===== config.mk =====
export PLATFORM = sky130hd
export DESIGN_NAME = door_access_controller
export DESIGN_NICKNAME = d
export VERILOG_FILES = /design/src/rtl/dac_pkg.sv /design/src/rtl/dac_in_stage.sv /design/src/rtl/dac_step.sv /design/src/rtl/dac_out_stage.sv /design/src/rtl/door_access_controller.sv
export SDC_FILE = /design/constraint.sdc
export NUM_CORES = 1
export LEC_CHECK = 0
export BUFFER_PORTS_ARGS = -buffer_cell sky130_fd_sc_hd__buf_2
export CAP_MARGIN = 30
export CORE_UTILIZATION = 40
export DETAILED_ROUTE_END_ITERATION = 7
export PLACE_DENSITY = 0.56
export REMOVE_ABC_BUFFERS = 1
export SETUP_SLACK_MARGIN = 0.3
export SLEW_MARGIN = 20
export SYNTH_ARGS = -nofsm -noshare
export SYNTH_HDL_FRONTEND = slang
export SYNTH_SLANG_ARGS = --single-unit

===== constraint.sdc =====
create_clock -name aclk -period 6 [get_ports aclk]
set_input_delay 1.2 -clock aclk [delete_from_list [all_inputs] [get_ports aclk]]
set_output_delay 1.2 -clock aclk [all_outputs]
set_load 0.01 [all_outputs]

===== src/rtl/dac_pkg.sv =====
package dac_pkg;

    localparam int CFG_DATA_W  = 16;
    localparam int CFG_INDEX_W = 3;

    // configuration register indexes
    localparam logic [CFG_INDEX_W-1:0] REG_UNLOCK_HOLD    = 3'd0;
    localparam logic [CFG_INDEX_W-1:0] REG_DOOR_GRACE     = 3'd1;
    localparam logic [CFG_INDEX_W-1:0] REG_BIO_TIMEOUT    = 3'd2;
    localparam logic [CFG_INDEX_W-1:0] REG_TAMPER_DEBOUNCE = 3'd3;
    localparam logic [CFG_INDEX_W-1:0] REG_REQUIRE_FINGER = 3'd4;

    localparam logic [15:0] UNLOCK_HOLD_RESET     = 16'd5000;
    localparam logic [15:0] DOOR_GRACE_RESET      = 16'd3000;
    localparam logic [15:0] BIO_TIMEOUT_RESET     = 16'd5000;
    localparam logic [15:0] TAMPER_DEBOUNCE_RESET = 16'd50;

    localparam logic [1:0] REMOTE_NONE   = 2'd0;
    localparam logic [1:0] REMOTE_UNLOCK = 2'd1;
    localparam logic [1:0] REMOTE_LOCK   = 2'd2;
    localparam logic [1:0] REMOTE_CLEAR  = 2'd3;

    localparam logic [1:0] EVENT_NONE         = 2'd0;
    localparam logic [1:0] EVENT_GRANT_CARD   = 2'd1;
    localparam logic [1:0] EVENT_GRANT_FINGER = 2'd2;
    localparam logic [1:0] EVENT_DENIED       = 2'd3;

    localparam logic [1:0] ALERT_NONE        = 2'd0;
    localparam logic [1:0] ALERT_AUTH_FAILED = 2'd1;
    localparam logic [1:0] ALERT_DENIED      = 2'd2;
    localparam logic [1:0] ALERT_PROPPED     = 2'd3;

    localparam logic [2:0] DOOR_IDLE    = 3'd0;
    localparam logic [2:0] DOOR_SCAN    = 3'd1;
    localparam logic [2:0] DOOR_BIO     = 3'd2;
    localparam logic [2:0] DOOR_DECIDE  = 3'd3;
    localparam logic [2:0] DOOR_GRANT   = 3'd4;
    localparam logic [2:0] DOOR_DENY    = 3'd5;
    localparam logic [2:0] DOOR_MONITOR = 3'd6;
    localparam logic [2:0] DOOR_RELOCK  = 3'd7;

    typedef struct packed {
        logic [15:0] hold_ms;
        logic [15:0] grace_ms;
        logic [15:0] bio_timeout_ms;
        logic [15:0] debounce_ms;
        logic        require_fingerprint;
    } cfg_t;

    typedef struct packed {
        logic       exit_pressed;
        logic       card_present;
        logic       card_known;
        logic       card_auth_ok;
        logic       finger_match;
        logic       door_open;
        logic       tamper_edge;
        logic [1:0] remote_cmd;
    } in_item_t;

    typedef struct packed {
        logic [2:0] door_state;
        logic       lock_relay;
        logic       status_led;
        logic       lockout_active;
        logic       locked_status;
        logic [1:0] event_code;
        logic       tamper_alert;
        logic [1:0] alert_code;
    } result_t;

endpackage


===== src/rtl/dac_in_stage.sv =====
module dac_in_stage
    import dac_pkg::*;
#(
    parameter int TIME_BITS = 32
) (
    input  logic                 aclk,
    input  logic                 aresetn,
    input  logic                 s_valid,
    output logic                 s_ready,
    input  logic [7:0]           s_elapsed,
    input  in_item_t             s_item,
    input  logic                 advance,
    output logic                 item_valid,
    output in_item_t             item,
    output logic [TIME_BITS-1:0] item_time
);

    logic                 valid_reg;
    logic                 valid_next;
    logic [TIME_BITS-1:0] now_reg;
    logic [TIME_BITS-1:0] now_next;
    in_item_t             item_reg;
    logic [TIME_BITS-1:0] time_reg;
    logic                 take;

    assign s_ready = !valid_reg || advance;
    assign take    = s_valid && s_ready;

    // timestamp depends only on elapsed times, so it is stamped on arrival
    always_comb begin
        now_next   = now_reg + TIME_BITS'(s_elapsed);
        valid_next = valid_reg;
        if (take) begin
            valid_next = 1'b1;
        end else if (advance) begin
            valid_next = 1'b0;
        end
    end

    always_ff @(posedge aclk) begin
        if (!aresetn) begin
            valid_reg <= 1'b0;
            now_reg   <= '0;
        end else begin
            valid_reg <= valid_next;
            if (take) begin
                now_reg <= now_next;
            end
        end
    end

    always_ff @(posedge aclk) begin
        if (take) begin
            item_reg <= s_item;
            time_reg <= now_next;
        end
    end

    assign item_valid = valid_reg;
    assign item       = item_reg;
    assign item_time  = time_reg;

endmodule


===== src/rtl/dac_step.sv =====
module dac_step
    import dac_pkg::*;
#(
    parameter int TIME_BITS = 32
) (
    input  logic                 aclk,
    input  logic                 aresetn,
    input  logic                 fire,
    input  in_item_t             item,
    input  logic [TIME_BITS-1:0] item_time,
    input  cfg_t                 cfg,
    output result_t              result_next
);

    typedef enum logic [2:0] {
        ST_IDLE    = DOOR_IDLE,
        ST_SCAN    = DOOR_SCAN,
        ST_BIO     = DOOR_BIO,
        ST_DECIDE  = DOOR_DECIDE,
        ST_GRANT   = DOOR_GRANT,
        ST_DENY    = DOOR_DENY,
        ST_MONITOR = DOOR_MONITOR,
        ST_RELOCK  = DOOR_RELOCK
    } state_t;

    state_t               state_reg, state_next;
    logic [TIME_BITS-1:0] entered_reg, entered_next;
    logic [TIME_BITS-1:0] last_tamper_reg, last_tamper_next;
    logic                 lockout_reg, lockout_next;
    logic                 grant_reg, grant_next;
    logic                 finger_reg, finger_next;
    logic                 relay_reg, relay_next;
    logic                 led_reg, led_next;

    logic [TIME_BITS-1:0] since_tamper;
    logic [TIME_BITS-1:0] since_entered;
    logic [1:0]           event_code;
    logic [1:0]           alert_code;
    logic                 tamper_alert;

    // both differences use pre-pass registers; entered is only read in states
    // that the remote command and tamper handling cannot have just entered
    assign since_tamper  = item_time - last_tamper_reg;
    assign since_entered = item_time - entered_reg;

    always_comb begin
        state_next       = state_reg;
        entered_next     = entered_reg;
        last_tamper_next = last_tamper_reg;
        lockout_next     = lockout_reg;
        grant_next       = grant_reg;
        finger_next      = finger_reg;
        relay_next       = relay_reg;
        led_next         = led_reg;
        event_code       = EVENT_NONE;
        alert_code       = ALERT_NONE;
        tamper_alert     = 1'b0;

        case (item.remote_cmd)
            REMOTE_NONE: begin
            end
            REMOTE_UNLOCK: begin
                if (state_reg == ST_IDLE && !lockout_reg) begin
                    grant_next   = 1'b1;
                    state_next   = ST_GRANT;
                    entered_next = item_time;
                end
            end
            REMOTE_LOCK: begin
                relay_next = 1'b0;
            end
            REMOTE_CLEAR: begin
                lockout_next = 1'b0;
                led_next     = 1'b0;
            end
            default: begin
            end
        endcase

        if (item.tamper_edge && since_tamper > TIME_BITS'(cfg.debounce_ms)) begin
            last_tamper_next = item_time;
            tamper_alert     = 1'b1;
            lockout_next     = 1'b1;
            led_next         = 1'b1;
            relay_next       = 1'b0;
            if (state_next == ST_GRANT || state_next == ST_MONITOR) begin
                state_next   = ST_RELOCK;
                entered_next = item_time;
            end
        end

        case (state_next)
            ST_IDLE: begin
                led_next = lockout_next;
                if (item.exit_pressed) begin
                    grant_next   = 1'b1;
                    state_next   = ST_GRANT;
                    entered_next = item_time;
                end else if (!lockout_next && item.card_present) begin
                    state_next   = ST_SCAN;
                    entered_next = item_time;
                end
            end
            ST_SCAN: begin
                entered_next = item_time;
                if (!(item.card_known && item.card_auth_ok)) begin
                    if (item.card_known) begin
                        alert_code = ALERT_AUTH_FAILED;
                    end
                    state_next = ST_DENY;
                end else if (cfg.require_fingerprint) begin
                    state_next = ST_BIO;
                end else begin
                    grant_next = 1'b1;
                    state_next = ST_DECIDE;
                end
            end
            ST_BIO: begin
                if (item.finger_match) begin
                    finger_next  = 1'b1;
                    grant_next   = 1'b1;
                    state_next   = ST_DECIDE;
                    entered_next = item_time;
                end else if (since_entered > TIME_BITS'(cfg.bio_timeout_ms)) begin
                    grant_next   = 1'b0;
                    state_next   = ST_DECIDE;
                    entered_next = item_time;
                end
            end
            ST_DECIDE: begin
                state_next   = grant_next ? ST_GRANT : ST_DENY;
                entered_next = item_time;
            end
            ST_GRANT: begin
                relay_next   = 1'b1;
                event_code   = finger_next ? EVENT_GRANT_FINGER : EVENT_GRANT_CARD;
                state_next   = ST_MONITOR;
                entered_next = item_time;
                finger_next  = 1'b0;
            end
            ST_DENY: begin
                event_code   = EVENT_DENIED;
                alert_code   = ALERT_DENIED;
                state_next   = ST_IDLE;
                entered_next = item_time;
                grant_next   = 1'b0;
                finger_next  = 1'b0;
            end
            ST_MONITOR: begin
                if (since_entered > TIME_BITS'(cfg.hold_ms)) begin
                    relay_next   = 1'b0;
                    state_next   = ST_RELOCK;
                    entered_next = item_time;
                end else if (item.door_open &&
                             since_entered > TIME_BITS'(cfg.grace_ms)) begin
                    alert_code = ALERT_PROPPED;
                end
            end
            ST_RELOCK: begin
                state_next   = ST_IDLE;
                entered_next = item_time;
                grant_next   = 1'b0;
            end
            default: begin
                state_next   = ST_IDLE;
                entered_next = item_time;
                grant_next   = 1'b0;
            end
        endcase

        result_next.door_state     = state_next;
        result_next.lock_relay     = relay_next;
        result_next.status_led     = led_next;
        result_next.lockout_active = lockout_next;
        result_next.locked_status  = (state_next != ST_GRANT) && (state_next != ST_MONITOR);
        result_next.event_code     = event_code;
        result_next.tamper_alert   = tamper_alert;
        result_next.alert_code     = alert_code;
    end

    always_ff @(posedge aclk) begin
        if (!aresetn) begin
            state_reg       <= ST_IDLE;
            entered_reg     <= '0;
            last_tamper_reg <= '0;
            lockout_reg     <= 1'b0;
            grant_reg       <= 1'b0;
            finger_reg      <= 1'b0;
            relay_reg       <= 1'b0;
            led_reg         <= 1'b0;
        end else if (fire) begin
            state_reg       <= state_next;
            entered_reg     <= entered_next;
            last_tamper_reg <= last_tamper_next;
            lockout_reg     <= lockout_next;
            grant_reg       <= grant_next;
            finger_reg      <= finger_next;
            relay_reg       <= relay_next;
            led_reg         <= led_next;
        end
    end

endmodule


===== src/rtl/dac_out_stage.sv =====
module dac_out_stage
    import dac_pkg::*;
(
    input  logic    aclk,
    input  logic    aresetn,
    input  logic    load,
    input  result_t result_in,
    output logic    can_load,
    output logic    m_valid,
    input  logic    m_ready,
    output result_t m_result
);

    logic    valid_reg;
    logic    valid_next;
    result_t data_reg;

    assign can_load = !valid_reg || m_ready;

    always_comb begin
        valid_next = valid_reg;
        if (load) begin
            valid_next = 1'b1;
        end else if (m_ready) begin
            valid_next = 1'b0;
        end
    end

    always_ff @(posedge aclk) begin
        if (!aresetn) begin
            valid_reg <= 1'b0;
        end else begin
            valid_reg <= valid_next;
        end
    end

    always_ff @(posedge aclk) begin
        if (load) begin
            data_reg <= result_in;
        end
    end

    assign m_valid  = valid_reg;
    assign m_result = data_reg;

endmodule


===== src/rtl/door_access_controller.sv =====
// Door access controller: one transaction on the s_ channel is one controller
// pass (elapsed time plus sampled door, button, card, finger, tamper and remote
// command inputs); each pass returns exactly one result transaction on m_.
// Both channels are valid/ready. Configuration is a write-only port
// (cfg_wr_en, cfg_index, cfg_wdata) and should be written while idle.
// Path: an accepted pass is registered in the input stage, stepped through the
// state machine once the output register can take a result, and loaded into
// the output register, which drives m_valid.
// Throughput: one pass per cycle while m_ready keeps the output register free;
// the input stage frees itself in the same cycle the output register can take
// a result, and the only loop is the state update.
// When m_ready is low the result holds in the output register, the next pass
// waits in the input register, and s_ready drops only once both are full.
// Reset (aresetn low, synchronous): door state idle, strike locked, lockout
// and LED cleared, time counters zero, configuration back to its defaults.
module door_access_controller
    import dac_pkg::*;
#(
    parameter int TIME_BITS = 32
) (
    input  logic                   aclk,
    input  logic                   aresetn,

    input  logic                   cfg_wr_en,
    input  logic [CFG_INDEX_W-1:0] cfg_index,
    input  logic [CFG_DATA_W-1:0]  cfg_wdata,

    input  logic                   s_valid,
    output logic                   s_ready,
    input  logic [7:0]             s_elapsed_ms,
    input  logic                   s_exit_pressed,
    input  logic                   s_card_present,
    input  logic                   s_card_known,
    input  logic                   s_card_auth_ok,
    input  logic                   s_finger_match,
    input  logic                   s_door_open,
    input  logic                   s_tamper_edge,
    input  logic [1:0]             s_remote_cmd,

    output logic                   m_valid,
    input  logic                   m_ready,
    output logic [2:0]             m_door_state,
    output logic                   m_lock_relay,
    output logic                   m_status_led,
    output logic                   m_lockout_active,
    output logic                   m_locked_status,
    output logic [1:0]             m_event_code,
    output logic                   m_tamper_alert,
    output logic [1:0]             m_alert_code
);

    cfg_t                 cfg_reg;
    in_item_t             s_item;
    in_item_t             item;
    logic [TIME_BITS-1:0] item_time;
    logic                 item_valid;
    logic                 out_can_load;
    logic                 fire;
    result_t              result_next;
    result_t              m_result;

    always_ff @(posedge aclk) begin
        if (!aresetn) begin
            cfg_reg.hold_ms             <= UNLOCK_HOLD_RESET;
            cfg_reg.grace_ms            <= DOOR_GRACE_RESET;
            cfg_reg.bio_timeout_ms      <= BIO_TIMEOUT_RESET;
            cfg_reg.debounce_ms         <= TAMPER_DEBOUNCE_RESET;
            cfg_reg.require_fingerprint <= 1'b0;
        end else if (cfg_wr_en) begin
            case (cfg_index)
                REG_UNLOCK_HOLD:     cfg_reg.hold_ms             <= cfg_wdata;
                REG_DOOR_GRACE:      cfg_reg.grace_ms            <= cfg_wdata;
                REG_BIO_TIMEOUT:     cfg_reg.bio_timeout_ms      <= cfg_wdata;
                REG_TAMPER_DEBOUNCE: cfg_reg.debounce_ms         <= cfg_wdata;
                REG_REQUIRE_FINGER:  cfg_reg.require_fingerprint <= cfg_wdata[0];
                default: begin
                end
            endcase
        end
    end

    assign s_item.exit_pressed = s_exit_pressed;
    assign s_item.card_present = s_card_present;
    assign s_item.card_known   = s_card_known;
    assign s_item.card_auth_ok = s_card_auth_ok;
    assign s_item.finger_match = s_finger_match;
    assign s_item.door_open    = s_door_open;
    assign s_item.tamper_edge  = s_tamper_edge;
    assign s_item.remote_cmd   = s_remote_cmd;

    assign fire = item_valid && out_can_load;

    dac_in_stage #(
        .TIME_BITS(TIME_BITS)
    ) u_in_stage (
        .aclk      (aclk),
        .aresetn   (aresetn),
        .s_valid   (s_valid),
        .s_ready   (s_ready),
        .s_elapsed (s_elapsed_ms),
        .s_item    (s_item),
        .advance   (fire),
        .item_valid(item_valid),
        .item      (item),
        .item_time (item_time)
    );

    dac_step #(
        .TIME_BITS(TIME_BITS)
    ) u_step (
        .aclk       (aclk),
        .aresetn    (aresetn),
        .fire       (fire),
        .item       (item),
        .item_time  (item_time),
        .cfg        (cfg_reg),
        .result_next(result_next)
    );

    dac_out_stage u_out_stage (
        .aclk     (aclk),
        .aresetn  (aresetn),
        .load     (fire),
        .result_in(result_next),
        .can_load (out_can_load),
        .m_valid  (m_valid),
        .m_ready  (m_ready),
        .m_result (m_result)
    );

    assign m_door_state     = m_result.door_state;
    assign m_lock_relay     = m_result.lock_relay;
    assign m_status_led     = m_result.status_led;
    assign m_lockout_active = m_result.lockout_active;
    assign m_locked_status  = m_result.locked_status;
    assign m_event_code     = m_result.event_code;
    assign m_tamper_alert   = m_result.tamper_alert;
    assign m_alert_code     = m_result.alert_code;

`ifndef NO_ASSERTIONS
    // an accepted tamper edge always leaves the strike locked under lockout
    a_tamper_locks: assert property (@(posedge aclk) disable iff (!aresetn)
        m_valid && m_tamper_alert |-> m_lockout_active && !m_lock_relay)
        else $error("tamper alert without lockout or with strike energized");

    // a grant event comes out of the grant step: strike energized, now monitoring
    a_grant_monitor: assert property (@(posedge aclk) disable iff (!aresetn)
        m_valid && (m_event_code == EVENT_GRANT_CARD || m_event_code == EVENT_GRANT_FINGER)
        |-> m_lock_relay && m_door_state == DOOR_MONITOR && !m_locked_status)
        else $error("grant event without energized strike in monitor");

    a_deny_idle: assert property (@(posedge aclk) disable iff (!aresetn)
        m_valid && m_event_code == EVENT_DENIED |-> m_door_state == DOOR_IDLE)
        else $error("deny event not followed by idle");

    a_propped_monitor: assert property (@(posedge aclk) disable iff (!aresetn)
        m_valid && m_alert_code == ALERT_PROPPED |-> m_door_state == DOOR_MONITOR)
        else $error("propped-open alert outside monitor");
`endif

endmodule


Word-level counts from Yosys, hierarchy flattened
Cells that the tools add are included.
{"block": "op_classes", "n_addsub": 3, "n_mul": 0, "div": 0, "magnitude_cmp": 4, "n_eq_ne": 19, "n_shift": 0, "mux": 54, "n_bitwise": 0, "reduce_logical": 31}
{"operator": "32-bit 2-to-1 mux", "count": 9}
{"operator": "32-bit by 16-bit > comparator with 1-bit output", "count": 4}
{"operator": "32-bit case mux with 4 select lines", "count": 1}
{"operator": "32-bit subtractor", "count": 2}
{"operator": "32-bit by 8-bit adder with 32-bit output", "count": 1}
{"operator": "3-bit 2-to-1 mux", "count": 10}
{"operator": "1-bit 2-to-1 mux", "count": 24}
{"operator": "3-bit equality test (second input constant)", "count": 7}
{"operator": "3-bit case mux with 7 select lines", "count": 1}
{"operator": "3-bit by 2-bit equality test with 1-bit output (second input constant)", "count": 4}
{"operator": "2-bit AND reduction", "count": 6}
{"operator": "3-bit zero test", "count": 3}
{"operator": "1-bit logical AND", "count": 8}
{"operator": "2-bit 2-to-1 mux", "count": 4}
{"operator": "3-bit by 1-bit equality test with 1-bit output (second input constant)", "count": 2}
{"operator": "3-bit != test (second input constant)", "count": 2}
{"operator": "2-bit case mux with 3 select lines", "count": 1}
{"operator": "2-bit nonzero test", "count": 3}
{"operator": "5-bit OR reduction", "count": 1}
{"operator": "2-bit equality test (second input constant)", "count": 2}
{"operator": "1-bit zero test", "count": 4}
{"operator": "1-bit case mux with 2 select lines", "count": 2}
{"operator": "1-bit case mux with 4 select lines", "count": 1}
{"operator": "2-bit case mux with 2 select lines", "count": 1}
{"operator": "other kinds (5)", "count": 8}
{"block": "word_totals", "register_bits": 224, "latch_bits": 0, "mem_bits_rw": 0, "mem_bits_ro": 0, "inputBits": 41, "output_inout_bits": 14, "memories": 0}

Logic depth before layout (Yosys ltp)
{"block": "logic_depth", "ltp_word": 13, "ltp_mapped": 24}

Cells and area by module
Synthesis repeated with hierarchy kept, for this count alone.
{"block": "unflattened", "hier_cells": 1850, "area_unflattened_um2": 15421.0}
{"mod": "dac_step", "instances": 1, "cells_per_inst": 1256, "area_each_um2": 8927.3, "seq_area_each_um2": 1441.4}
{"mod": "dac_in_stage", "instances": 1, "cells_per_inst": 332, "area_each_um2": 3539.6, "seq_area_each_um2": 1891.8}
{"mod": "door_access_controller", "instances": 1, "cells_per_inst": 246, "area_each_um2": 2544.9, "seq_area_each_um2": 1301.2}
{"mod": "dac_out_stage", "instances": 1, "cells_per_inst": 16, "area_each_um2": 409.1, "seq_area_each_um2": 380.4}

Worst setup path before layout
OpenSTA, ideal clock, no wires.
{"block": "synth_path", "kind": "register to register", "from": "register u_in_stage.time_reg[0], in the netlist u_in_stage.item_time[0]", "to": "register u_step.entered_reg[25]", "t_arrival_ns": 4.983, "required_ns": 5.925, "setup_slack_ns": 0.942, "path_stages_with_launch": 21, "n_path_buf": 1, "period_less_slack_ns": 5.058, "cell_sequence": "edfxtp_1 > inv_1 > ha_1 > fa_1 > nand2b_1 > a21oi_1 > o21bai_1 > a21oi_1 > nor2_1 > xnor2_1 > ha_1 > nand4_1 > or4_1 > a2111oi_0 > o2111ai_1 > or4_4 > o21ai_4 > mux2i_1 > clkbuf_1 > a21oi_1 > o22ai_1"}
{"block": "synth_via", "elab_chain_cells": 9}
{"element": "from (decl)", "line": "dac_in_stage.sv:23", "text": "logic [TIME_BITS-1:0] time_reg;"}
{"element": "from (signal assigned)", "line": "dac_in_stage.sv:55", "text": "time_reg <= now_next;"}
{"element": "32-bit subtractor", "line": "dac_step.sv:43", "text": "assign since_tamper = item_time - last_tamper_reg;"}
{"element": "32-bit by 16-bit > comparator with 1-bit output", "line": "dac_step.sv:80", "text": "if (item.tamper_edge && since_tamper > TIME_BITS'(cfg.debounce_ms)) begin"}
{"element": "1-bit logical AND", "line": "dac_step.sv:80"}
{"element": "1-bit 2-to-1 mux", "line": "dac_step.sv:80"}
{"element": "1-bit zero test", "line": "dac_step.sv:99", "text": "end else if (!lockout_next && item.card_present) begin"}
{"element": "1-bit logical AND", "line": "dac_step.sv:99"}
{"element": "32-bit 2-to-1 mux", "line": "dac_step.sv:99"}
{"element": "32-bit 2-to-1 mux", "line": "dac_step.sv:95", "text": "if (item.exit_pressed) begin"}
{"element": "32-bit case mux with 4 select lines *", "line": "dac_step.sv:92", "text": "case (state_next)"}
{"element": "to (signal assigned)", "line": "dac_step.sv:193", "text": "entered_reg <= entered_next;"}
{"element": "to (decl)", "line": "dac_step.sv:27", "text": "logic [TIME_BITS-1:0] entered_reg, entered_next;"}
Every way passes the cells marked *; elsewhere a longest branch is shown, timed or not.
A chain may end at the register's enable or synchronous reset.

Final worst setup path
{"block": "layout_path", "from": "register u_in_stage.time_reg[8], in the netlist u_in_stage.item_time[8]", "to": "register u_step.entered_reg[0]"}
Same word-level chain as after synthesis.

==> results.env <==
LIBRARY_CELLS_USED_BY_SYNTHESIS=80
CTS_HOLD_BUFFERS=0
STARTPOINT_TYPE='flop'
PRE_CTS_WS_PS=174
FINALCRITPERIODSHARE=0.915
DESIGN.CORE.AREA_UM2=37000
DIE_AREA_UM2=38700
FMAX_MHz=182
LAYOUT.FILLER_CELLS=3773
HOLDPATHEND='cfg_reg[54]'
LEAKAGE_COMPONENT_OF_THE_POWER_uW=0.00662
SYNTH.LARGEST_AREA_CELL='sky130_fd_sc_hd__dfxtp_1'
DRT_DRC_VIOLATIONS_LEFT=0
SETUP.WORST_PATH.END_CLASS='flop'
WORSTHOLDPATHCELLS=2
POST_DRT_WL_PER_CELL_UM=17.8
DETAILEDPLACEMENTHPWL_MM=31.3
HOLD_VIOL=0
VIASPERCELL=5.53
WORST_CLOCK_SKEW_PS=11.4
MAXCAPVIOLCOUNT=0
WIRE_LENGTH_OF_THE_FIRST_GLOBAL_ROUTING_PASS_MM=68.2
NUMBER_OF_CELL_INSTANCES_ON_THE_WORST_REGISTER_TO_REGISTER_PATH=18
DRT-PASS1-ITER-COUNT=5
YS.FLOP_TYPE='sky130_fd_sc_hd__dfxtp_1'
CRIT_ARRIVAL_PS=5960
SYNTH_TOP_AREA_FRAC=0.226
HOLD_PATH_STARTPOINT='cfg_reg[54]'
CRITICAL_PATH.REG2REG.ENDPOINT='u_step.entered_reg[0]'
SYNTHARSTFLOPSHARE=0
POST_SYNTH_FA_HA_MAJ_AREA_FRACTION=0.115
LAYOUT-AREA-OVERHEAD-VS-SYNTH_PCT=12.7
FINALWORSTSETUPSLACK_PS=511
LARGEST_REGISTER_FFS=65
ROUTED_VIAS=13500
RELATIVE_MAX_TRANSITION_MARGIN=0.443
CP_DATA_REQUIRED_TIME_PS=6480
SYNTH.MUX.AREA_FRACTION=0.00743
CORE.ROWCOUNT=70
FINAL.SETUP.TNS_PS=0
ANTENNA_CELLS_INSERTED=0
CTS_ROOT_BUF='sky130_fd_sc_hd__clkbuf_16'
RSZ0062_AT_GRT='false'
POST_SYNTH_MOST_FREQUENT_CELLS='sky130_fd_sc_hd__a21oi_1, sky130_fd_sc_hd__nand2_1, sky130_fd_sc_hd__dfxtp_1'
FIRST_GLOBAL_VIAS=12900
NETLIST_AREA_UM2=15200
YOSYS_WARNINGS=0
DETAIL_ROUTE.ITER0.VIOLATIONS=883
OUTCOME='complete, no violations'
DRV_SLEW=0
CLKLATENCYLATEPIN_PS=550
TRACK_USAGE=0.220
SYNTH_EDF_COUNT=53
SYNTH_CELLS=1883
WORST-SETUP-PATH-TYPE='reg2reg'
CLK_PIN_SLEW_PS=60
SYNTH_XOR_XNOR_AREA_SHARE=0.0514
DRIVE_ABOVE_1_SHARE=0.0924
FINAL_ROUTED_WIRELENGTH_ACROSS_ALL_METAL_LAYERS_MM=43.5
MAX-VDD-IR-DROP_uV=195
NUMBER_OF_TOP_LEVEL_PINS=55
POST_SYNTH.CELL_AREA_AVG_UM2=8.05
R2R_START='u_in_stage.item_time[8]'
SYNTH_SEQ_AREA_SHARE=0.331
CLOCK_TREE.HTREE_LEVEL_COUNT=1
PLACE_CONGESTION=0.936
WORSTPATHMAXFANOUT=7
MIN_PERIOD_PS=5490
INITIAL_UTILIZATION=0.410
FF_LATCH_COUNT_SYNTH=224
NETS=2095
POSTROUTEANTENNANETS=0
SYNTHMOSTINSTANTIATEDCELL='sky130_fd_sc_hd__a21oi_1'
ANTENNA_FOUND_INITIAL=1
FINAL-SETUP-VIOL-COUNT=0
GRT_MAX_DEGREE=83
NUM_CTS_BUFFERS=27
CLKSINKCOUNT=224
POWER.DENSITY_CELL_AREA_nW_PER_UM2=299
WORST_PIN_SLEW_PS=836
CTS_TREE='built'
SYNTH-COMPOUND-AREA-SHARE=0.259
GR-TOTAL-OVERFLOW=0
REG2REG_SETUP_SLACK_PS=510
SYNTH_SIMPLE_GATE_AREA_FRAC=0.176
CLASS_OF_THE_TIGHTEST_HOLD_OR_REMOVAL_CHECK='reg2reg'
DIE_H_UM=197
CLOCK_TREE.BUFFER_DEPTH=3
SYNTH.AREA.TOP_CELLS='sky130_fd_sc_hd__dfxtp_1, sky130_fd_sc_hd__ha_1, sky130_fd_sc_hd__edfxtp_1, sky130_fd_sc_hd__a21oi_1, sky130_fd_sc_hd__nand2_1'
COMBINATIONAL_FAMILY_WITH_THE_MOST_AREA_AFTER_SYNTHESIS='compound AO/OA/AOI/OAI gates'
PORT_BUF_INSERTS=54
HORIZONTAL_EXTENT_OF_THE_DIE_UM=197
power breakdown:
part | internal [uW] | total (uW) | switching [uW]
Combinational | 729 | 1810 | 1080
Clock | 923 | 1580 | 655
Sequential | 1640 | 1720 | 82.6
final cells by class:
cell class,instances,area (um2),share of cell area
clock buffer,36,719,0.0421
clock inverter,13,118,0.00688
inverter,156,588,0.0344
multi-input combinational,1419,9350,0.547
sequential,224,5010,0.293
tap,504,631,0.0369
timing repair buffer,89,681,0.0398
worst max path at each step:
stage                                end               startpoint  slack, ps
2_1_floorplan      u_step.entered_reg[0]  u_in_stage.item_time[0]         70
3_3_place_gp       u_step.entered_reg[0]  u_in_stage.item_time[1]        280
3_5_place_dp       u_step.entered_reg[4]  u_in_stage.item_time[1]        170
4_1_cts          u_out_stage.m_result[0]  u_in_stage.item_time[0]        330
5_1_grt        u_step.last_tamper_reg[1]  u_in_stage.item_time[8]        240
6_report           u_step.entered_reg[0]  u_in_stage.item_time[8]        510
metal layers:
metal	vias to the layer above	global-route usage	wire, um
met3	71	0.0299	2060
met4	2	0.0689	1210
li1	6777	-	-
met2	313	0.354	19500
met1	6338	0.303	20600
met5	-	0	17
what timing repair did:
item	in CTS	in global routing
setup endpoints to repair	35	81
resized for setup	4	25
cloned	0	5
endpoints found under the hold margin	0	0
setup buffers	1	9
pin swaps	0	4
critical path: stages (launching register included):
cell                        delay, ps
sky130_fd_sc_hd__edfxtp_1         540
sky130_fd_sc_hd__ha_1             490
sky130_fd_sc_hd__nand2_1          130
sky130_fd_sc_hd__a211oi_1         190
sky130_fd_sc_hd__o21ai_1          140
sky130_fd_sc_hd__a31oi_2          300
sky130_fd_sc_hd__a31oi_1          140
sky130_fd_sc_hd__xnor2_1          150
sky130_fd_sc_hd__ha_1             310
sky130_fd_sc_hd__nand4_1          170
sky130_fd_sc_hd__or4_4            600
sky130_fd_sc_hd__a2111oi_4        300
sky130_fd_sc_hd__o2111ai_1        150
sky130_fd_sc_hd__or4_4            570
sky130_fd_sc_hd__o21ai_4          270
sky130_fd_sc_hd__mux2i_4          460
sky130_fd_sc_hd__clkbuf_16        240
sky130_fd_sc_hd__a21oi_1           60
sky130_fd_sc_hd__o22ai_1          190
placed cells by master, fill, tap and decap left out, types with 53 or more instances in the layout:
cell type,synthesis,layout
sky130_fd_sc_hd__inv_1,154,153
sky130_fd_sc_hd__dfxtp_1,171,171
sky130_fd_sc_hd__a21oi_1,263,259
sky130_fd_sc_hd__nor2_1,71,70
sky130_fd_sc_hd__buf_2,5,53
sky130_fd_sc_hd__ha_1,134,134
sky130_fd_sc_hd__xnor2_1,55,55
sky130_fd_sc_hd__a21boi_0,58,57
sky130_fd_sc_hd__nand2_1,226,226
sky130_fd_sc_hd__o21ai_0,86,84
sky130_fd_sc_hd__edfxtp_1,53,53
stage by stage:
| step | std cells | hold WS, ps | utilization | area (um2) | power (uW) |
|---|---|---|---|---|---|
| 6_report | 2441 | 467 | 0.463 | 17100 | 5120 |
| 5_1_grt | 2441 | 484 | 0.463 | 17100 | 5470 |
| 4_1_cts | 2426 | 468 | 0.454 | 16800 | 5100 |
| 3_5_place_dp | 2376 | 460 | 0.431 | 15900 | 3480 |
| 3_3_place_gp | 2375 | 452 | 0.431 | 15900 | 3450 |
| 2_1_floorplan | 1798 | 443 | - | 14800 | 2960 |
cells by family after synthesis:
family                   count (synthesis)
multiplexers                            11
flip-flops                             224
XOR/XNOR                                89
AO/OA/AOI/OAI                          632
adder cells (fa/ha/maj)                137
buffers and inverters                  241
AND/OR/NAND/NOR                        549
Power figures use the tool's default switching activity.
